<file path="src/hw/rtl/asmlt_pkg.sv">
// Shared types and constants for the assembly line tokenizer.
// Character codes, token kinds, control states and the request structs.
// No dependencies.
package asmlt_pkg;

	localparam int unsigned MAX_TOKEN_LEN_DEF = 64;

	localparam logic [7:0] CH_SEMI  = 8'h3B;
	localparam logic [7:0] CH_COLON = 8'h3A;
	localparam logic [7:0] CH_SPACE = 8'h20;
	localparam logic [7:0] CH_TAB   = 8'h09;
	localparam logic [7:0] CH_COMMA = 8'h2C;
	localparam logic [7:0] CH_LF    = 8'h0A;
	localparam logic [7:0] CH_CR    = 8'h0D;

	typedef enum logic [1:0] {
		KIND_LABEL   = 2'd0,
		KIND_OPCODE  = 2'd1,
		KIND_OPERAND = 2'd2,
		KIND_COMMENT = 2'd3
	} kind_t;

	typedef enum logic {
		ST_COLLECT,
		ST_DRAIN
	} ctrl_state_t;

	typedef struct packed {
		logic [7:0] in_byte;
		logic       end_of_text;
	} byte_item_t;

	typedef struct packed {
		logic [7:0] token_char;
		logic [1:0] token_kind;
		logic       token_last;
		logic       token_truncated;
	} token_item_t;

	typedef struct packed {
		logic [1:0] token_kind;
		logic       token_last;
		logic       token_truncated;
	} token_meta_t;

endpackage

</file>
<file path="src/hw/rtl/asmlt_buf.sv">
// Token character store: one write port, one registered read port.
// Depends on nothing but its parameter.
module asmlt_buf #(
	parameter int unsigned MAX_TOKEN_LEN = 64,
	localparam int unsigned AW = (MAX_TOKEN_LEN > 1) ? $clog2(MAX_TOKEN_LEN) : 1
) (
	input  logic          clk,
	input  logic          wr_en,
	input  logic [AW-1:0] wr_addr,
	input  logic [7:0]    wr_data,
	input  logic          rd_en,
	input  logic [AW-1:0] rd_addr,
	output logic [7:0]    rd_data_s1
);

	logic [7:0] mem [MAX_TOKEN_LEN];

	always_ff @(posedge clk) begin
		if (wr_en) begin
			mem[wr_addr] <= wr_data;
		end
		// hold read data between reads so it can wait for the output stage
		if (rd_en) begin
			rd_data_s1 <= mem[rd_addr];
		end
	end

endmodule

</file>
<file path="src/hw/rtl/asmlt_ctrl.sv">
// Line mode tracking, break decoding and token drain sequencing.
// Depends on asmlt_pkg; drives the write and read ports of asmlt_buf.
module asmlt_ctrl #(
	parameter int unsigned MAX_TOKEN_LEN = 64,
	localparam int unsigned AW = (MAX_TOKEN_LEN > 1) ? $clog2(MAX_TOKEN_LEN) : 1
) (
	input  logic                   clk,
	input  logic                   arst_n,
	input  logic                   byte_valid,
	output logic                   byte_stall,
	input  asmlt_pkg::byte_item_t  byte_data,
	input  logic                   out_ready,
	output logic                   wr_en,
	output logic [AW-1:0]          wr_addr,
	output logic [7:0]             wr_data,
	output logic                   rd_en,
	output logic [AW-1:0]          rd_addr,
	output logic                   rd_valid_s1,
	output asmlt_pkg::token_meta_t meta_s1
);

	import asmlt_pkg::*;

	localparam int unsigned LW = $clog2(MAX_TOKEN_LEN + 1);
	localparam logic [LW-1:0] MAX_LEN = LW'(MAX_TOKEN_LEN);

	ctrl_state_t   state_q, state_d;
	kind_t         mode_q, mode_d;
	logic [LW-1:0] len_q;
	logic          ovf_q;
	logic [LW-1:0] drain_len_q;
	kind_t         drain_kind_q;
	logic          drain_trunc_q;
	logic [LW-1:0] rd_ptr_q;
	logic [LW-1:0] rd_ptr_nx;

	logic  accept;
	logic  flush;
	logic  append;
	kind_t flush_kind;
	logic  issue;
	logic  last_issue;

	assign accept     = byte_valid && !byte_stall;
	assign rd_ptr_nx  = rd_ptr_q + LW'(1);
	assign last_issue = (rd_ptr_nx == drain_len_q);

	// break decode for the current byte
	always_comb begin
		flush      = 1'b0;
		append     = 1'b0;
		flush_kind = mode_q;
		mode_d     = mode_q;
		case (byte_data.in_byte)
			CH_SEMI: begin
				mode_d = KIND_COMMENT;
			end
			CH_COLON: begin
				if (mode_q == KIND_LABEL) begin
					flush      = 1'b1;
					flush_kind = KIND_LABEL;
					mode_d     = KIND_OPCODE;
				end
			end
			CH_SPACE, CH_TAB: begin
				if (len_q != '0 && (mode_q inside {KIND_LABEL, KIND_OPCODE})) begin
					flush      = 1'b1;
					flush_kind = KIND_OPCODE;
					mode_d     = KIND_OPERAND;
				end
			end
			CH_COMMA: begin
				if (mode_q == KIND_OPERAND) begin
					flush      = 1'b1;
					flush_kind = KIND_OPERAND;
				end
			end
			CH_LF: begin
				flush      = 1'b1;
				flush_kind = (mode_q inside {KIND_LABEL, KIND_OPCODE}) ? KIND_OPCODE : mode_q;
				mode_d     = KIND_LABEL;
			end
			CH_CR: begin
				mode_d = mode_q;
			end
			default: begin
				append = 1'b1;
			end
		endcase
	end

	// next state
	always_comb begin
		state_d = state_q;
		case (state_q)
			ST_COLLECT: begin
				if (accept && flush && len_q != '0) begin
					state_d = ST_DRAIN;
				end
			end
			ST_DRAIN: begin
				if (issue && last_issue) begin
					state_d = ST_COLLECT;
				end
			end
			default: begin
				state_d = ST_COLLECT;
			end
		endcase
	end

	// outputs
	always_comb begin
		byte_stall = (state_q != ST_COLLECT);
		issue      = (state_q == ST_DRAIN) && (!rd_valid_s1 || out_ready);
		rd_en      = issue;
		rd_addr    = rd_ptr_q[AW-1:0];
		wr_en      = accept && append && (len_q < MAX_LEN);
		wr_addr    = len_q[AW-1:0];
		wr_data    = byte_data.in_byte;
	end

	always_ff @(posedge clk or negedge arst_n) begin
		if (!arst_n) begin
			state_q     <= ST_COLLECT;
			mode_q      <= KIND_LABEL;
			len_q       <= '0;
			ovf_q       <= 1'b0;
			rd_ptr_q    <= '0;
			rd_valid_s1 <= 1'b0;
		end else begin
			state_q <= state_d;
			if (accept) begin
				// end of text drops pending text; a started drain still runs
				if (byte_data.end_of_text) begin
					mode_q <= KIND_LABEL;
					len_q  <= '0;
					ovf_q  <= 1'b0;
				end else begin
					mode_q <= mode_d;
					if (flush) begin
						len_q <= '0;
						ovf_q <= 1'b0;
					end else if (append) begin
						if (len_q < MAX_LEN) begin
							len_q <= len_q + LW'(1);
						end else begin
							ovf_q <= 1'b1;
						end
					end
				end
			end
			if (issue) begin
				rd_ptr_q <= last_issue ? '0 : rd_ptr_nx;
			end
			if (issue) begin
				rd_valid_s1 <= 1'b1;
			end else if (out_ready) begin
				rd_valid_s1 <= 1'b0;
			end
		end
	end

	always_ff @(posedge clk) begin
		if (accept && flush) begin
			drain_len_q   <= len_q;
			drain_kind_q  <= flush_kind;
			drain_trunc_q <= ovf_q;
		end
		if (issue) begin
			meta_s1.token_kind      <= drain_kind_q;
			meta_s1.token_last      <= last_issue;
			meta_s1.token_truncated <= drain_trunc_q;
		end
	end

endmodule

</file>
<file path="src/hw/rtl/asmlt_out.sv">
// Output register stage for token characters.
// Depends on asmlt_pkg for the result and metadata structs.
module asmlt_out (
	input  logic                   clk,
	input  logic                   arst_n,
	input  logic                   rd_valid_s1,
	input  logic [7:0]             rd_data_s1,
	input  asmlt_pkg::token_meta_t meta_s1,
	output logic                   out_ready,
	output logic                   token_valid,
	input  logic                   token_stall,
	output asmlt_pkg::token_item_t token_data
);

	import asmlt_pkg::*;

	logic load;

	assign out_ready = !token_valid || !token_stall;
	assign load      = rd_valid_s1 && out_ready;

	always_ff @(posedge clk or negedge arst_n) begin
		if (!arst_n) begin
			token_valid <= 1'b0;
		end else if (out_ready) begin
			token_valid <= rd_valid_s1;
		end
	end

	always_ff @(posedge clk) begin
		if (load) begin
			token_data.token_char      <= rd_data_s1;
			token_data.token_kind      <= meta_s1.token_kind;
			token_data.token_last      <= meta_s1.token_last;
			token_data.token_truncated <= meta_s1.token_truncated;
		end
	end

endmodule

</file>
<file path="src/hw/rtl/asm_line_tokenizer_core.sv">
// Top level of the assembly line tokenizer.
// Depends on asmlt_pkg, asmlt_buf, asmlt_ctrl and asmlt_out.
//
//   channel | direction | handshake            | payload
//   --------+-----------+----------------------+----------------------------
//   byte    | in        | byte_valid/stall     | in_byte, end_of_text
//   token   | out       | token_valid/stall    | char, kind, last, truncated
//
// Flow: a byte that does not end a token leaves byte_stall low. A byte that ends
//   a token then holds byte_stall high while the token store is read out, one
//   character per cycle through its single read port while token_stall is low;
//   token_stall lengthens the hold.
// Reset: arst_n clears mode, length, overflow and all valid flags; the token
//   store itself is not cleared, only entries below the length are read.
// Stalls: the output register takes a new character whenever it is empty or
//   being taken, so a token streams at one character per cycle while token_stall is low.
module asm_line_tokenizer_core #(
	parameter int unsigned MAX_TOKEN_LEN = asmlt_pkg::MAX_TOKEN_LEN_DEF
) (
	input  logic                   clk,
	input  logic                   arst_n,
	input  logic                   byte_valid,
	output logic                   byte_stall,
	input  asmlt_pkg::byte_item_t  byte_data,
	output logic                   token_valid,
	input  logic                   token_stall,
	output asmlt_pkg::token_item_t token_data
);

	import asmlt_pkg::*;

	localparam int unsigned AW = (MAX_TOKEN_LEN > 1) ? $clog2(MAX_TOKEN_LEN) : 1;

	logic          wr_en;
	logic [AW-1:0] wr_addr;
	logic [7:0]    wr_data;
	logic          rd_en;
	logic [AW-1:0] rd_addr;
	logic [7:0]    rd_data_s1;
	logic          rd_valid_s1;
	token_meta_t   meta_s1;
	logic          out_ready;

	// Decode breaks, track the line mode and sequence the readout. Writes
	// only happen while collecting and reads only while draining, so the
	// store never sees a read and a write to the same entry in one cycle.
	asmlt_ctrl #(
		.MAX_TOKEN_LEN(MAX_TOKEN_LEN)
	) u_ctrl (
		.clk        (clk),
		.arst_n     (arst_n),
		.byte_valid (byte_valid),
		.byte_stall (byte_stall),
		.byte_data  (byte_data),
		.out_ready  (out_ready),
		.wr_en      (wr_en),
		.wr_addr    (wr_addr),
		.wr_data    (wr_data),
		.rd_en      (rd_en),
		.rd_addr    (rd_addr),
		.rd_valid_s1(rd_valid_s1),
		.meta_s1    (meta_s1)
	);

	// Token characters live here; read data is registered and held.
	asmlt_buf #(
		.MAX_TOKEN_LEN(MAX_TOKEN_LEN)
	) u_buf (
		.clk       (clk),
		.wr_en     (wr_en),
		.wr_addr   (wr_addr),
		.wr_data   (wr_data),
		.rd_en     (rd_en),
		.rd_addr   (rd_addr),
		.rd_data_s1(rd_data_s1)
	);

	// Output register: decouples the read stage from token_stall.
	asmlt_out u_out (
		.clk        (clk),
		.arst_n     (arst_n),
		.rd_valid_s1(rd_valid_s1),
		.rd_data_s1 (rd_data_s1),
		.meta_s1    (meta_s1),
		.out_ready  (out_ready),
		.token_valid(token_valid),
		.token_stall(token_stall),
		.token_data (token_data)
	);

	// store is never written and read in the same cycle
	a_no_rw_overlap: assert property (@(posedge clk) disable iff (!arst_n)
		!(wr_en && rd_en))
		else $error("token store written and read in the same cycle");

	// reads only happen while input is held off
	a_read_holds_input: assert property (@(posedge clk) disable iff (!arst_n)
		rd_en |-> byte_stall)
		else $error("token store read while input requests are taken");

	// every read lands in the read stage
	a_read_lands: assert property (@(posedge clk) disable iff (!arst_n)
		rd_en |=> rd_valid_s1)
		else $error("issued read did not reach the read stage");

endmodule

</file>
<file path="config.mk">
export PLATFORM = sky130hd
export DESIGN_NAME = asm_line_tokenizer_core
export DESIGN_NICKNAME = d
export VERILOG_FILES = /design/src/hw/rtl/asmlt_pkg.sv /design/src/hw/rtl/asmlt_buf.sv /design/src/hw/rtl/asmlt_ctrl.sv /design/src/hw/rtl/asmlt_out.sv /design/src/hw/rtl/asm_line_tokenizer_core.sv
export SDC_FILE = /design/constraint.sdc
export NUM_CORES = 1
export LEC_CHECK = 0
export ABC_CLOCK_PERIOD_IN_PS = 2550
export BUFFER_PORTS_ARGS = -buffer_cell sky130_fd_sc_hd__buf_2
export CELL_PAD_IN_SITES_DETAIL_PLACEMENT = 1
export CELL_PAD_IN_SITES_GLOBAL_PLACEMENT = 1
export CORE_MARGIN = 1.5
export CORE_UTILIZATION = 35
export CTS_CLUSTER_SIZE = 25
export DETAILED_ROUTE_END_ITERATION = 7
export HOLD_SLACK_MARGIN = 0.03
export PLACE_DENSITY_LB_ADDON = 0.15
export SYNTH_ARGS = -nofsm -noshare
export SYNTH_HDL_FRONTEND = slang
export SYNTH_SLANG_ARGS = --single-unit
</file>
<file path="constraint.sdc">
create_clock -name clk -period 2.55 [get_ports clk]
set_input_delay 0.51 -clock clk [delete_from_list [all_inputs] [get_ports clk]]
set_output_delay 0.51 -clock clk [all_outputs]
set_load 0.03 [all_outputs]
</file>
* Word level (Yosys, flattened, before mapping)
Memories as Yosys holds them, arrays and structs flattened. A register that Yosys moved wholly into a read port is not among the register bits.
Index checks and enable logic that the tools add are counted.
** Cells by class
- Add/sub/neg operators :: 2
- $lt $le $gt $ge :: 1
- Equal/unequal tests :: 14
- Mux-type cells :: 30
- Bitwise operators :: 1
- Reduce and logical (&&, ||, !) cells :: 26
** Operators by type and width (number)
- $mux 7 :: 5
- $eq 8x6->1 const B :: 4
- $eq 8x4->1 const B :: 3
- $pmux 2 s4 :: 2
- $add 7x1->7 const B :: 2
- $mux 1 :: 14
- $mux 2 :: 7
- $logic_and 1x1->1 :: 9
- $ne 3x2->1 const B :: 3
- $eq 7x7->1 :: 1
- $lt 7x7->1 const B :: 1
- $reduce_bool 7->1 :: 1
- $reduce_or 7->1 :: 1
- $reduce_and 3->1 :: 2
- $reduce_bool 5->1 :: 1
- $logic_not 1->1 :: 4
- $pmux 1 s4 :: 1
- $reduce_and 4->1 :: 1
- $reduce_bool 2->1 :: 2
- $ne 3x1->1 const B :: 1
- $reduce_bool 3->1 :: 1
- $eq 2x1->1 const B :: 1
- $eq 2x2->1 const B :: 1
- $logic_not 2->1 :: 1
- 4 further kinds :: 5
** Word-level totals
- Register bits after elaboration :: 46
- Bits in writable memories :: 512
- Input bits :: 13
- Output and inout bits :: 14
- Word-level logic and storage cells :: 92
- Memories kept :: 1
** Memories
- u_buf.mem :: depth 64, width 8, rd ports 1, clocked after Yosys merged registers in 1, wr ports 1, line asmlt_buf.sv:16 : logic [7:0] mem [MAX_TOKEN_LEN];

* Depth between registers and ports, before layout
Gate-level depths: netlist (run 1).
- Word-level depth :: 9
- Mapped depth :: 9
- Depth with buffers taken out :: 8

* Cells and area by module
Synthesis (run 1) repeated with hierarchy kept, for this count alone.
** Unflattened totals
- Cells, all modules :: 1156
- Area, all modules :: 22680.5 sq um
** By module, submodules not included
- asmlt_buf :: instances 1, cells each 940, area each 20246.9 sq um, sequential area each 15615.0 sq um
- asmlt_ctrl :: instances 1, cells each 200, area each 2025.7 sq um, sequential area each 895.9 sq um
- asmlt_out :: instances 1, cells each 16, area each 407.9 sq um, sequential area each 385.4 sq um

* Worst setup path before layout (run 1)
OpenSTA, ideal clock, no wires.
- Path kind :: input port to flip-flop
- Start :: in byte_data[6] in the netlist's numbering
- End :: mem u_buf.mem[57][0] (enable)
- Library setup time :: 370 ps
- Arrival time :: 2149 ps
- Required time :: 2180 ps
- Slack :: 31 ps
- Stages on the path :: 7
- Path buffers :: 1
- Cell sequence :: buf_2 -> mux2i_1 -> o221a_2 -> nor2_2 -> nor4_2 -> nand3_1 -> nor2_1
** On the way
- Longest elaborated chain between the ends :: 7
- Elaborated cells on any way between the ends :: 13
- Those cells by class :: eq/ne (7); mux (3); reduce/logical (3)
** Ends and longest elaborated chain
- start: declaration :: line asm_line_tokenizer_core.sv:24 : input asmlt_pkg::byte_item_t byte_data,
- $eq 8x6->1 / $eq 8x4->1 (equally long branches) :: line asmlt_ctrl.sv:54 : case (byte_data.in_byte)
- $reduce_or 7->1 (no line) *
- $mux 1 * :: line asmlt_ctrl.sv:54
- $logic_and 1x1->1 * (2 in a row) :: line asmlt_ctrl.sv:118 : wr_en = accept && append && (len_q < MAX_LEN);
- $mux 1 * :: line asmlt_buf.sv:19 : if (wr_en) begin
- $mux 1 (implied by the code) * :: line asmlt_buf.sv:20 : mem[wr_addr] <= wr_data;
- end: declaration :: line asmlt_buf.sv:16
Mark *: on every way between the ends. The rest lies on a longest branch, timed or not.

==> impl_metrics.xml, run 1 <==
<?xml version="1.0" encoding="UTF-8"?>
<metrics>
  <group name="clock_network">
    <metric name="clock-sinks" unit="">566</metric>
    <metric name="cts.clk_slew.worst_paths" unit="ns">0.06</metric>
    <metric name="clock-root-buffer" unit="">sky130_fd_sc_hd__clkbuf_16</metric>
    <metric name="cts_inserted_buffers" unit="">61</metric>
    <metric name="cts_max_level" unit="">2</metric>
    <metric name="clk_latency" unit="ns">0.63</metric>
    <metric name="tritoncts" unit="">built</metric>
    <metric name="ctsLongestPathBuffers" unit="">3</metric>
  </group>
  <group name="critical_path">
    <metric name="cpPeakStageDelay" unit="ns">0.59</metric>
    <metric name="kind_of_start_point_of_the_critical_path" unit="">flip-flop</metric>
    <metric name="endpoint_kind" unit="">flip-flop</metric>
    <metric name="crit_arrival" unit="ns">2.85</metric>
    <metric name="critPathBufInv" unit="">2</metric>
    <metric name="timing.setup.critical_path_class" unit="">flip-flop to flip-flop</metric>
    <metric name="worstPathCellList" unit="">buf_12, buf_12, mux4_2, o221ai_1, o21ai_0, a22o_1</metric>
    <metric name="worst_path_dominant_cell_family" unit="">compound AO/OA/AOI/OAI gates</metric>
    <metric name="critical_path_data_required_time" unit="ns">2.93</metric>
    <metric name="critical_path.most_common_cell" unit="">sky130_fd_sc_hd__buf_12</metric>
    <metric name="timing.critical_path.slowest_stage_cell" unit="">sky130_fd_sc_hd__mux4_2</metric>
    <metric name="cp_max_fo" unit="">29</metric>
  </group>
  <group name="sta">
    <metric name="final_min_period_over_clock_period" unit="%">96.9</metric>
    <metric name="timing_worst_slew_pin_value" unit="ns">0.902</metric>
    <metric name="clock-skew-final" unit="ns">0.0150</metric>
    <metric name="maxSlewViolCount" unit="">0</metric>
    <metric name="fin_ws" unit="ns">0.0792</metric>
    <metric name="final_period_minus_worst_setup_slack" unit="ns">2.47</metric>
    <metric name="max_freq" unit="GHz">0.405</metric>
    <metric name="rsz0062_at_grt" unit="">yes</metric>
    <metric name="hold_ws" unit="ns">0.141</metric>
    <metric name="final_setup_fails" unit="">0</metric>
    <metric name="worst_slew_margin_relative_to_its_limit" unit="%">39.9</metric>
    <metric name="hold_violations" unit="">0</metric>
  </group>
  <group name="synth">
    <metric name="ys.flop_type" unit="">sky130_fd_sc_hd__edfxtp_1</metric>
    <metric name="synth_area_leader_cell" unit="">sky130_fd_sc_hd__edfxtp_1</metric>
    <metric name="synth-seq-area-share" unit="%">75.8</metric>
    <metric name="synth-warning-count" unit="">0</metric>
    <metric name="post_synth.cell_area_avg" unit="um2">20.1</metric>
    <metric name="synth_cell_types" unit="">72</metric>
    <metric name="synth_edf_count" unit="">546</metric>
    <metric name="synth_nets" unit="">1127</metric>
    <metric name="synthesis.area" unit="um2">22300</metric>
    <metric name="yosys.area.top_type_share" unit="%">73.5</metric>
    <metric name="async_flop_share" unit="%">3.53</metric>
    <metric name="synth_area_leaders" unit="">sky130_fd_sc_hd__edfxtp_1, sky130_fd_sc_hd__mux4_2, sky130_fd_sc_hd__dfrtp_1</metric>
    <metric name="netlist_instances" unit="">1111</metric>
    <metric name="synth-seq-cells" unit="">566</metric>
  </group>
  <group name="die">
    <metric name="fp.dieW" unit="um">255</metric>
    <metric name="initial_core_util" unit="%">35.4</metric>
    <metric name="core_area" unit="um2">63000</metric>
    <metric name="dieHeight" unit="um">255</metric>
    <metric name="floorplan.rows" unit="">92</metric>
    <metric name="io_pins" unit="">27</metric>
    <metric name="die_outline_area" unit="um2">65200</metric>
  </group>
  <group name="run_status">
    <metric name="status" unit="">finished clean</metric>
  </group>
  <group name="drt">
    <metric name="antenna_left" unit="">0</metric>
    <metric name="routed_wl" unit="mm">59.5</metric>
    <metric name="detailroute.via_count" unit="">11300</metric>
    <metric name="1st_iter_drt_viols" unit="">938</metric>
    <metric name="drt-wirelength-per-cell" unit="um">27.3</metric>
    <metric name="detail_route.drc_violations" unit="">0</metric>
    <metric name="post_drt_via_cell_ratio" unit="">5.19</metric>
    <metric name="firstDrtPassIters" unit="">5</metric>
  </group>
  <group name="finish">
    <metric name="diodes" unit="">0</metric>
    <metric name="post_route_cells_drive_above_1_share" unit="%">31.0</metric>
    <metric name="fin_cells" unit="">2182</metric>
    <metric name="areaGrowthSynthToFinish" unit="%">18.0</metric>
    <metric name="register_area" unit="um2">16900</metric>
    <metric name="number_of_filler_instances_in_the_final_layout" unit="">5991</metric>
    <metric name="final_net_count" unit="">1304</metric>
    <metric name="finalInstanceArea" unit="um2">26300</metric>
    <metric name="multi_input_area" unit="um2">5080</metric>
  </group>
  <group name="power">
    <metric name="leakage" unit="nW">8.40</metric>
    <metric name="post-layout-total-power" unit="mW">26.3</metric>
    <metric name="ir_drop" unit="mV">0.539</metric>
    <metric name="power_density_over_the_cells" unit="nW/um2">1000</metric>
  </group>
  <group name="global_route">
    <metric name="grt_max_degree" unit="">66</metric>
    <metric name="overflow" unit="">0</metric>
    <metric name="groute.usage.overall" unit="%">18.4</metric>
    <metric name="grt_antenna_before_repair" unit="">2</metric>
    <metric name="via_count_of_the_first_global_routing_pass" unit="">12100</metric>
    <metric name="grt_pass1_wl" unit="mm">87.3</metric>
  </group>
  <group name="placed_design">
    <metric name="routabilityCongestion" unit="">0.767</metric>
    <metric name="dp_cells" unit="">2069</metric>
    <metric name="detailed_place_hpwl" unit="mm">39.1</metric>
    <metric name="placed_instance_area" unit="um2">24300</metric>
    <metric name="pre_cts_slack" unit="ns">-0.488</metric>
    <metric name="number_of_port_buffers" unit="">26</metric>
  </group>
  <group name="run">
    <metric name="number_of_maximum_capacitance_constraint_violations" unit="">0</metric>
  </group>
  <group name="min_path">
    <metric name="worstHoldPathType" unit="">primary input to flip-flop</metric>
  </group>
</metrics>
==> Yosys cell counts, drive strengths merged, types with 5 or more instances <==
library cell and instances:
a211oi 10, a22o 8, a21oi 10, a22oi 17, clkbuf 17, o22ai 26
nor2b 5, nand3 15, dfrtp 20, inv 12, buf 39, nor4 6
or3 8, nor3 10, o221ai 8, edfxtp 546, nand2 26, o21ai 25
mux4 128, o22a 5, mux2i 5, and2 5, nand2b 11, nor2 90
==> cell type report <==
class	count	share of cell area (%)
Sequential cell	566	64.3
Timing Repair Buffer	170	4.99
Inverter	12	0.171
Multi-Input combinational cell	477	19.3
Clock inverter	38	1.10
Tap cell	846	4.02
Clock buffer	73	6.14
==> state kept, by name, summed over array words and instances, names as in the netlist, 2 cells and up <==
| signal | count |
|---|---|
| u_out.token_data | 12 |
| u_buf.mem | 512 |
| u_ctrl.rd_ptr_q | 7 |
| u_buf.rd_data_s1 | 8 |
| u_ctrl.meta_s1 | 4 |
| u_ctrl.drain_kind_q | 2 |
| u_ctrl.mode_q | 2 |
| u_ctrl.len_q | 7 |
| u_ctrl.drain_len_q | 7 |
==> repair_timing <==
| item | 4_1_cts | 5_1_grt |
|---|---|---|
| resized for setup | 0 | 11 |
| setup endpoints to repair | 0 | 130 |
| hold buffers | 1 | 0 |
| endpoints found under the hold margin | 20 | 0 |
| setup buffers | 0 | 1 |
==> kinds of logic (layout without fill, tap and decap cells) <==
logic type	after synthesis	after routing	share of synthesized area (%)
XOR/XNOR	5	5	0.196
adder cells (fa/ha/maj)	3	3	0.168
buffers and inverters	68	293	1.60
flip-flops	566	566	75.8
AND/OR/NAND/NOR	194	194	4.42
AO/OA/AOI/OAI	140	140	4.58
multiplexers	135	135	13.3
==> routing by layer <==
metal  vias up  track usage, %  routed length [um]
li1       4998               -                   -
met1      6057            26.4               27800
met2       202            29.0               28000
met3        77            3.18                2390
met4         0            4.89                1220
met5         -               0                   0
==> metrics by stage <==
stage               setup TNS [ns]  utilization [%]
floorplan                        0                -
global placement           -129.36             38.7
detailed placement         -147.52             38.7
CTS                              0             41.7
global route                 -3.01             41.8
finish                           0             41.8
==> cells in the final DEF, fill, tap and decap left out, types with 8 or more instances in the layout <==
| master | n |
|---|---|
| sky130_fd_sc_hd__nand2b_1 | 11 |
| sky130_fd_sc_hd__nand2_1 | 26 |
| sky130_fd_sc_hd__a22o_1 | 8 |
| sky130_fd_sc_hd__dfrtp_1 | 18 |
| sky130_fd_sc_hd__or3_1 | 8 |
| sky130_fd_sc_hd__edfxtp_1 | 546 |
| sky130_fd_sc_hd__nor3_1 | 9 |
| sky130_fd_sc_hd__clkinv_2 | 12 |
| sky130_fd_sc_hd__nor2_2 | 11 |
| sky130_fd_sc_hd__nand3_1 | 13 |
| sky130_fd_sc_hd__o22ai_1 | 26 |
| sky130_fd_sc_hd__buf_4 | 135 |
| sky130_fd_sc_hd__a22oi_1 | 17 |
| sky130_fd_sc_hd__a211oi_1 | 8 |
| sky130_fd_sc_hd__o221ai_1 | 8 |
| sky130_fd_sc_hd__buf_12 | 8 |
| sky130_fd_sc_hd__a21oi_1 | 10 |
| sky130_fd_sc_hd__clkbuf_16 | 63 |
| sky130_fd_sc_hd__clkbuf_1 | 10 |
| sky130_fd_sc_hd__inv_1 | 11 |
| sky130_fd_sc_hd__nor2_1 | 79 |
| sky130_fd_sc_hd__o21ai_0 | 25 |
| sky130_fd_sc_hd__buf_2 | 26 |
| sky130_fd_sc_hd__mux4_2 | 128 |
| sky130_fd_sc_hd__clkinv_1 | 16 |
==> path summary, 6_finish.rpt <==
check / startpoint / to / slack (ns) / cells after the start
setup / recovery: u_ctrl.rd_ptr_q[0] / u_buf.rd_data_s1[2] / 0.08 / 6
hold / removal: token_stall / u_out.token_valid / 0.14 / 2
setup reg to reg: u_ctrl.rd_ptr_q[0] / u_buf.rd_data_s1[2] / 0.08 / 6
hold reg to reg: u_buf.rd_data_s1[6] / u_out.token_data[10] / 0.42 / 0
max in group asynchronous: arst_n / u_ctrl.rd_ptr_q[1] / 1.71 / 2
min in group asynchronous: arst_n / u_ctrl.mode_q[0] / 0.41 / 2
==> power by group <==
| group | switching [mW] | internal, mW |
|---|---|---|
| sequential | 0.281 | 10.6 |
| combinational | 3.90 | 3.08 |
| clock | 3.60 | 4.88 |
| total | 7.78 | 18.6 |
Note: power is estimated with default switching activity, not from simulation.
==> run 2: changes to the inputs <==
--- a/config.mk
+++ b/config.mk
@@ -5,7 +5,7 @@
 export SDC_FILE = /design/constraint.sdc
 export NUM_CORES = 1
 export LEC_CHECK = 0
-export ABC_CLOCK_PERIOD_IN_PS = 2550
+export ABC_CLOCK_PERIOD_IN_PS = 2500
 export BUFFER_PORTS_ARGS = -buffer_cell sky130_fd_sc_hd__buf_2
 export CELL_PAD_IN_SITES_DETAIL_PLACEMENT = 1
 export CELL_PAD_IN_SITES_GLOBAL_PLACEMENT = 1
==> constraint.sdc (replaced) <==
create_clock -name clk -period 2.5 [get_ports clk]
set_input_delay 0.5 -clock clk [delete_from_list [all_inputs] [get_ports clk]]
set_output_delay 0.5 -clock clk [all_outputs]
set_load 0.03 [all_outputs]
==> run 2 against run 1 <==
  * Design area grew 1.3%
  * Count of clock-buffer cells in the layout unchanged
  * Global-route usage increased by 0.15 points
  * Via count grew 0.43%
  * Worst hold slack lost 0.012 ns
  * Register-to-register slack got worse by 0.03 ns
  * Flip-flop and latch count did not move
  * Die area unchanged
  * Wire length increased by 0.73%
  * Clock power increased by 7.9%
  * Largest cell class unchanged
  * Worst setup slack worse by 0.030 ns
==> impl_metrics.xml, run 2 (same netlist as run 1, synthesis figures left out) <==
<?xml version="1.0" encoding="UTF-8"?>
<metrics>
  <group name="placed_design">
    <metric name="detailed_place_hpwl" unit="mm">39.7</metric>
    <metric name="number_of_port_buffers" unit="">26</metric>
    <metric name="dp_cells" unit="">2086</metric>
    <metric name="routabilityCongestion" unit="">0.786</metric>
  </group>
  <group name="die">
    <metric name="floorplan.rows" unit="">92</metric>
    <metric name="die_outline_area" unit="um2">65200</metric>
    <metric name="core_area" unit="um2">63000</metric>
    <metric name="io_pins" unit="">27</metric>
    <metric name="fp.dieW" unit="um">255</metric>
    <metric name="initial_core_util" unit="%">35.4</metric>
    <metric name="dieHeight" unit="um">255</metric>
  </group>
  <group name="clock_network">
    <metric name="ctsLongestPathBuffers" unit="">3</metric>
    <metric name="clk_latency" unit="ns">0.63</metric>
    <metric name="tritoncts" unit="">built</metric>
    <metric name="cts.repair_timing.setup_buffer_count" unit="">0</metric>
    <metric name="cts_inserted_buffers" unit="">60</metric>
    <metric name="cts.clk_slew.worst_paths" unit="ns">0.06</metric>
    <metric name="clock-sinks" unit="">566</metric>
    <metric name="cts_max_level" unit="">2</metric>
    <metric name="clock-root-buffer" unit="">sky130_fd_sc_hd__clkbuf_16</metric>
  </group>
  <group name="sta">
    <metric name="clock-skew-final" unit="ns">0.0155</metric>
    <metric name="maxSlewViolCount" unit="">0</metric>
    <metric name="final_min_period_over_clock_period" unit="%">98.0</metric>
    <metric name="final_period_minus_worst_setup_slack" unit="ns">2.45</metric>
    <metric name="max_freq" unit="GHz">0.408</metric>
    <metric name="hold_violations" unit="">0</metric>
    <metric name="rsz0062_at_grt" unit="">yes</metric>
    <metric name="hold_ws" unit="ns">0.129</metric>
    <metric name="final_setup_fails" unit="">0</metric>
    <metric name="timing_worst_slew_pin_value" unit="ns">0.852</metric>
    <metric name="worst_slew_margin_relative_to_its_limit" unit="%">43.2</metric>
  </group>
  <group name="drt">
    <metric name="antenna_left" unit="">0</metric>
    <metric name="1st_iter_drt_viols" unit="">840</metric>
    <metric name="firstDrtPassIters" unit="">5</metric>
    <metric name="routed_wl" unit="mm">59.9</metric>
    <metric name="drt-wirelength-per-cell" unit="um">27.2</metric>
    <metric name="post_drt_via_cell_ratio" unit="">5.17</metric>
    <metric name="detail_route.drc_violations" unit="">0</metric>
    <metric name="detailroute.via_count" unit="">11400</metric>
  </group>
  <group name="critical_path">
    <metric name="regToRegStartpoint" unit="">u_ctrl.rd_ptr_q[0]</metric>
    <metric name="endpoint_kind" unit="">flip-flop</metric>
    <metric name="kind_of_start_point_of_the_critical_path" unit="">flip-flop</metric>
    <metric name="timing.setup.critical_path_class" unit="">flip-flop to flip-flop</metric>
    <metric name="critical_path.startpoint" unit="">u_ctrl.rd_ptr_q[0]</metric>
    <metric name="critical_path_data_required_time" unit="ns">2.87</metric>
    <metric name="crit_arrival" unit="ns">2.82</metric>
    <metric name="cp_max_fo" unit="">25</metric>
  </group>
  <group name="finish">
    <metric name="fin_cells" unit="">2201</metric>
    <metric name="final_net_count" unit="">1319</metric>
    <metric name="post_route_cells_drive_above_1_share" unit="%">32.4</metric>
    <metric name="largest_register_ff_count" unit="">512</metric>
    <metric name="number_of_filler_instances_in_the_final_layout" unit="">6038</metric>
    <metric name="largest_registers" unit="">u_buf.mem: 512 flops, u_out.token_data: 12 flops, u_buf.rd_data_s1: 8 flops</metric>
    <metric name="top_register" unit="">u_buf.mem</metric>
    <metric name="most-common-layout-cells" unit="">sky130_fd_sc_hd__edfxtp_1, sky130_fd_sc_hd__buf_4, sky130_fd_sc_hd__mux4_2</metric>
    <metric name="areaGrowthSynthToFinish" unit="%">19.5</metric>
    <metric name="final_util" unit="%">42.3</metric>
    <metric name="layout_commonest_cell" unit="">sky130_fd_sc_hd__edfxtp_1</metric>
    <metric name="diodes" unit="">0</metric>
  </group>
  <group name="power">
    <metric name="ir_drop" unit="mV">0.568</metric>
    <metric name="power_density_over_the_cells" unit="nW/um2">1040</metric>
    <metric name="leakage" unit="nW">8.56</metric>
  </group>
  <group name="global_route">
    <metric name="overflow" unit="">0</metric>
    <metric name="grt_antenna_before_repair" unit="">0</metric>
    <metric name="grt_max_degree" unit="">65</metric>
    <metric name="via_count_of_the_first_global_routing_pass" unit="">12100</metric>
    <metric name="groute.usage.overall" unit="%">18.5</metric>
    <metric name="grt_pass1_wl" unit="mm">87.8</metric>
  </group>
  <group name="run">
    <metric name="number_of_maximum_capacitance_constraint_violations" unit="">0</metric>
  </group>
  <group name="min_path">
    <metric name="worstHoldPathType" unit="">primary input to flip-flop</metric>
    <metric name="hold_start" unit="">token_stall</metric>
  </group>
  <group name="run_status">
    <metric name="status" unit="">finished clean</metric>
  </group>
</metrics>
==> run 2: changes by cell type in the layout (fill, tap and decap cells not counted), sizes merged <==
cell / delta
buf: +16
bufinv: +5
clkinv: -4
clkinvlp: +2
==> run 2: path summary, 6_finish.rpt <==
| kind | slack, ns | endpoint | depth (start not counted) |
|---|---|---|---|
| worst min-delay path | 0.13 | u_out.token_valid | 2 |
| min in group asynchronous | 0.39 | u_ctrl.rd_ptr_q[5] | 2 |
| worst max register to register | 0.05 | u_buf.rd_data_s1[6] | 5 |
| worst min register to register | 0.42 | u_out.token_data[2] | 0 |
| max in group asynchronous | 1.69 | u_ctrl.rd_ptr_q[1] | 2 |
| worst max-delay path | 0.05 | u_buf.rd_data_s1[6] | 5 |
==> run 2: critical path, stage by stage (launching register included) <==
cell and delay, ns:
sky130_fd_sc_hd__dfrtp_4 0.48, sky130_fd_sc_hd__buf_12 0.24, sky130_fd_sc_hd__mux4_2 0.56, sky130_fd_sc_hd__a22oi_1 0.46, sky130_fd_sc_hd__a41o_1 0.34, sky130_fd_sc_hd__o41ai_1 0.10
==> run 2: timing repair <==
item | 4_1_cts | 5_1_grt
gates resized for setup | 1 | 15
hold endpoints to repair | 20 | 0
hold buffers | 1 | 0
setup endpoints to repair | 8 | 118
==> run 2: power by group <==
group          switching (mW)  internal (mW)  total (mW)
clock                    3.70           5.44        9.15
sequential              0.292           10.8        11.1
combinational            4.05           3.37        7.42
==> run 2: routing by layer <==
layer | routed length, um | up-vias | track usage (%)
met5 | 0 | - | 0
met4 | 964 | 0 | 3.84
met3 | 2080 | 68 | 2.75
met2 | 29200 | 223 | 30.0
met1 | 27700 | 6081 | 26.7
li1 | - | 5011 | -
==> run 2: metrics by stage <==
step	worst slack (ns)	area [um2]	setup TNS, ns	power [mW]
4_1_cts	0.0200	26600	0	28.0
6_report	0.0497	26700	0	27.7
5_1_grt	-0.0525	26700	-1.66	28.7
3_3_place_gp	-0.477	24600	-170.44	18.8
2_1_floorplan	-0.00879	22300	-0.211	15.7
3_5_place_dp	-0.593	24600	-204.98	18.8
==> run 2: layout make-up <==
cell class	instances	area (um2)	area share, %
sequential	566	16900	63.4
multi-input combinational	477	5100	19.1
clock buffer	73	1590	5.97
timing repair buffer	186	1520	5.71
tap	846	1060	3.97
clock inverter	41	438	1.64
inverter	12	45.0	0.169
==> run 3: changes to the inputs <==
--- a/config.mk
+++ b/config.mk
@@ -7,8 +7,6 @@
 export LEC_CHECK = 0
 export ABC_CLOCK_PERIOD_IN_PS = 2500
 export BUFFER_PORTS_ARGS = -buffer_cell sky130_fd_sc_hd__buf_2
-export CELL_PAD_IN_SITES_DETAIL_PLACEMENT = 1
-export CELL_PAD_IN_SITES_GLOBAL_PLACEMENT = 1
 export CORE_MARGIN = 1.5
 export CORE_UTILIZATION = 35
 export CTS_CLUSTER_SIZE = 25
==> run 3 against run 2 <==
  * Cell count rose by 0.23%
  * Non-clock buffer count up 11
  * Clock skew is 0.0044 ns higher
  * Die area unchanged
  * Register-to-register slack worse by 0.04 ns
  * Count of clock-buffer cells in the layout decreased by 2
  * First-iteration DRC count grew 28%
  * Worst hold slack got worse by 0.0083 ns
  * Sequential power barely moved
  * Core utilization hardly changed
==> impl_metrics.xml, run 3 (same netlist as run 1, synthesis figures left out) <==
<?xml version="1.0" encoding="UTF-8"?>
<metrics>
  <group name="run">
    <metric name="number_of_maximum_capacitance_constraint_violations" unit="">0</metric>
  </group>
  <group name="clock_network">
    <metric name="clk_latency" unit="ns">0.62</metric>
    <metric name="cts_inserted_buffers" unit="">59</metric>
    <metric name="cts.clk_slew.worst_paths" unit="ns">0.06</metric>
    <metric name="clock-sinks" unit="">566</metric>
    <metric name="ctsLongestPathBuffers" unit="">3</metric>
    <metric name="clock-root-buffer" unit="">sky130_fd_sc_hd__clkbuf_16</metric>
    <metric name="cts_max_level" unit="">2</metric>
    <metric name="tritoncts" unit="">built</metric>
  </group>
  <group name="sta">
    <metric name="maxSlewViolCount" unit="">0</metric>
    <metric name="final_setup_fails" unit="">0</metric>
    <metric name="timing_worst_slew_pin_value" unit="ns">0.910</metric>
    <metric name="hold_ws" unit="ns">0.121</metric>
    <metric name="fin_ws" unit="ns">0.00680</metric>
    <metric name="final_period_minus_worst_setup_slack" unit="ns">2.49</metric>
    <metric name="rsz0062_at_grt" unit="">yes</metric>
    <metric name="clock-skew-final" unit="ns">0.0200</metric>
    <metric name="max_freq" unit="GHz">0.401</metric>
    <metric name="hold_violations" unit="">0</metric>
    <metric name="final_min_period_over_clock_period" unit="%">99.7</metric>
    <metric name="worst_slew_margin_relative_to_its_limit" unit="%">39.3</metric>
  </group>
  <group name="critical_path">
    <metric name="cp_max_fo" unit="">16</metric>
    <metric name="timing.setup.critical_path_class" unit="">flip-flop to flip-flop</metric>
    <metric name="critical_path_data_required_time" unit="ns">2.87</metric>
    <metric name="cpPeakStageDelay" unit="ns">0.52</metric>
    <metric name="timing.critical_path.slowest_stage_cell" unit="">sky130_fd_sc_hd__mux4_2</metric>
    <metric name="worstPathCellList" unit="">buf_16, buf_12, mux4_2, a22oi_1, a41o_1, o41ai_1</metric>
    <metric name="crit_arrival" unit="ns">2.86</metric>
    <metric name="endpoint_kind" unit="">flip-flop</metric>
    <metric name="kind_of_start_point_of_the_critical_path" unit="">flip-flop</metric>
  </group>
  <group name="placed_design">
    <metric name="pre_cts_slack" unit="ns">-0.514</metric>
    <metric name="dp_cells" unit="">2095</metric>
    <metric name="detailed_place_hpwl" unit="mm">37.3</metric>
    <metric name="number_of_port_buffers" unit="">26</metric>
    <metric name="routabilityCongestion" unit="">0.811</metric>
    <metric name="placed_instance_area" unit="um2">24600</metric>
  </group>
  <group name="run_status">
    <metric name="status" unit="">finished clean</metric>
  </group>
  <group name="drt">
    <metric name="wire_length_on_met2" unit="mm">26.7</metric>
    <metric name="firstDrtPassIters" unit="">5</metric>
    <metric name="met3_wirelength" unit="mm">3.19</metric>
    <metric name="antenna_left" unit="">0</metric>
    <metric name="routed_wl" unit="mm">57.1</metric>
    <metric name="1st_iter_drt_viols" unit="">1073</metric>
    <metric name="post_drt_via_cell_ratio" unit="">5.21</metric>
    <metric name="met1_wirelength" unit="mm">25.8</metric>
    <metric name="highest-signal-layer" unit="">met4</metric>
    <metric name="detail_route.drc_violations" unit="">0</metric>
    <metric name="detailroute.via_count" unit="">11500</metric>
    <metric name="drt-wirelength-per-cell" unit="um">25.9</metric>
  </group>
  <group name="finish">
    <metric name="finalInstanceArea" unit="um2">26600</metric>
    <metric name="final_net_count" unit="">1329</metric>
    <metric name="number_of_filler_instances_in_the_final_layout" unit="">5527</metric>
    <metric name="areaGrowthSynthToFinish" unit="%">19.5</metric>
    <metric name="top_register" unit="">u_buf.mem</metric>
    <metric name="fin_cells" unit="">2206</metric>
    <metric name="largest_registers" unit="">u_buf.mem: 512 flops, u_out.token_data: 12 flops, u_buf.rd_data_s1: 8 flops</metric>
    <metric name="post_route_cells_drive_above_1_share" unit="%">33.5</metric>
    <metric name="diodes" unit="">0</metric>
    <metric name="largest_register_ff_count" unit="">512</metric>
    <metric name="most-common-layout-cells" unit="">sky130_fd_sc_hd__edfxtp_1, sky130_fd_sc_hd__buf_4, sky130_fd_sc_hd__mux4_2</metric>
    <metric name="layout_commonest_cell" unit="">sky130_fd_sc_hd__edfxtp_1</metric>
  </group>
  <group name="power">
    <metric name="ir_drop" unit="mV">0.627</metric>
    <metric name="leakage" unit="nW">8.57</metric>
    <metric name="post-layout-total-power" unit="mW">27.2</metric>
    <metric name="power_density_over_the_cells" unit="nW/um2">1020</metric>
  </group>
  <group name="die">
    <metric name="floorplan.rows" unit="">92</metric>
    <metric name="io_pins" unit="">27</metric>
    <metric name="die_outline_area" unit="um2">65200</metric>
    <metric name="fp.dieW" unit="um">255</metric>
    <metric name="core_area" unit="um2">63000</metric>
    <metric name="dieHeight" unit="um">255</metric>
    <metric name="initial_core_util" unit="%">35.4</metric>
  </group>
  <group name="global_route">
    <metric name="via_count_of_the_first_global_routing_pass" unit="">11900</metric>
    <metric name="grt_pass1_wl" unit="mm">83.3</metric>
    <metric name="groute.usage.overall" unit="%">17.6</metric>
    <metric name="overflow" unit="">0</metric>
    <metric name="grt_max_degree" unit="">65</metric>
    <metric name="grt_antenna_before_repair" unit="">2</metric>
  </group>
  <group name="min_path">
    <metric name="worstHoldPathType" unit="">primary input to flip-flop</metric>
  </group>
</metrics>
-- run 3: critical path, delay by kind of cell, from the launching register on --
family / cells / cell delay (ns)
AOI/OAI and AO/OA: 3 / 0.81
muxes: 1 / 0.52
DFF: 1 / 0.50
buffers and inverters: 2 / 0.39
-- run 3: through the flow --
stage | setup TNS, ns | utilization, %
global placement | -152.06 | 39.0
detailed placement | -143.74 | 39.0
finish | 0 | 42.3
global route | -1.08 | 42.3
floorplan | -0.211 | -
CTS | 0 | 42.1
-- run 3: power breakdown --
part	total [mW]	internal [mW]	leakage [nW]	switching [mW]
clock network	8.88	5.22	0.952	3.67
registers	11.1	10.8	5.17	0.276
logic	7.24	3.32	2.44	3.92
total	27.2	19.3	8.57	7.86
-- run 3: path summary, 6_finish.rpt --
kind,startpoint,to,slack (ns),depth (start not counted)
max in group asynchronous,arst_n,u_ctrl.rd_ptr_q[0],1.70,2
setup / recovery,u_ctrl.rd_ptr_q[0],u_buf.rd_data_s1[6],0.007,6
setup reg to reg,u_ctrl.rd_ptr_q[0],u_buf.rd_data_s1[6],0.007,6
min in group asynchronous,arst_n,u_ctrl.rd_valid_s1,0.39,2
hold reg to reg,u_ctrl.drain_kind_q[1],u_ctrl.meta_s1[3],0.42,0
hold / removal,token_stall,u_out.token_valid,0.12,2
-- run 3: metal layers --
layer / vias up / track usage (%)
met2: 337 / 27.6
met1: 6043 / 24.9
li1: 5025 / -
met4: 0 / 4.88
met3: 86 / 3.60
met5: - / 0
-- run 3: timing repair --
item	4_1_cts	5_1_grt
hold endpoints to repair	20	0
hold buffers	1	0
setup endpoints to repair	2	122
buffers inserted	0	1
pin swaps	0	1
gates cloned	0	1
resized for setup	2	22
-- run 3: layout make-up --
cell class / count / area (um2) / share of cell area, %
Clock buffer: 71 / 1540 / 5.79
Timing Repair Buffer: 197 / 1560 / 5.85
Multi-Input combinational cell: 477 / 5120 / 19.2
Clock inverter: 37 / 412 / 1.55
Inverter: 12 / 45.0 / 0.169
Sequential cell: 566 / 16900 / 63.5
Tap cell: 846 / 1060 / 3.97
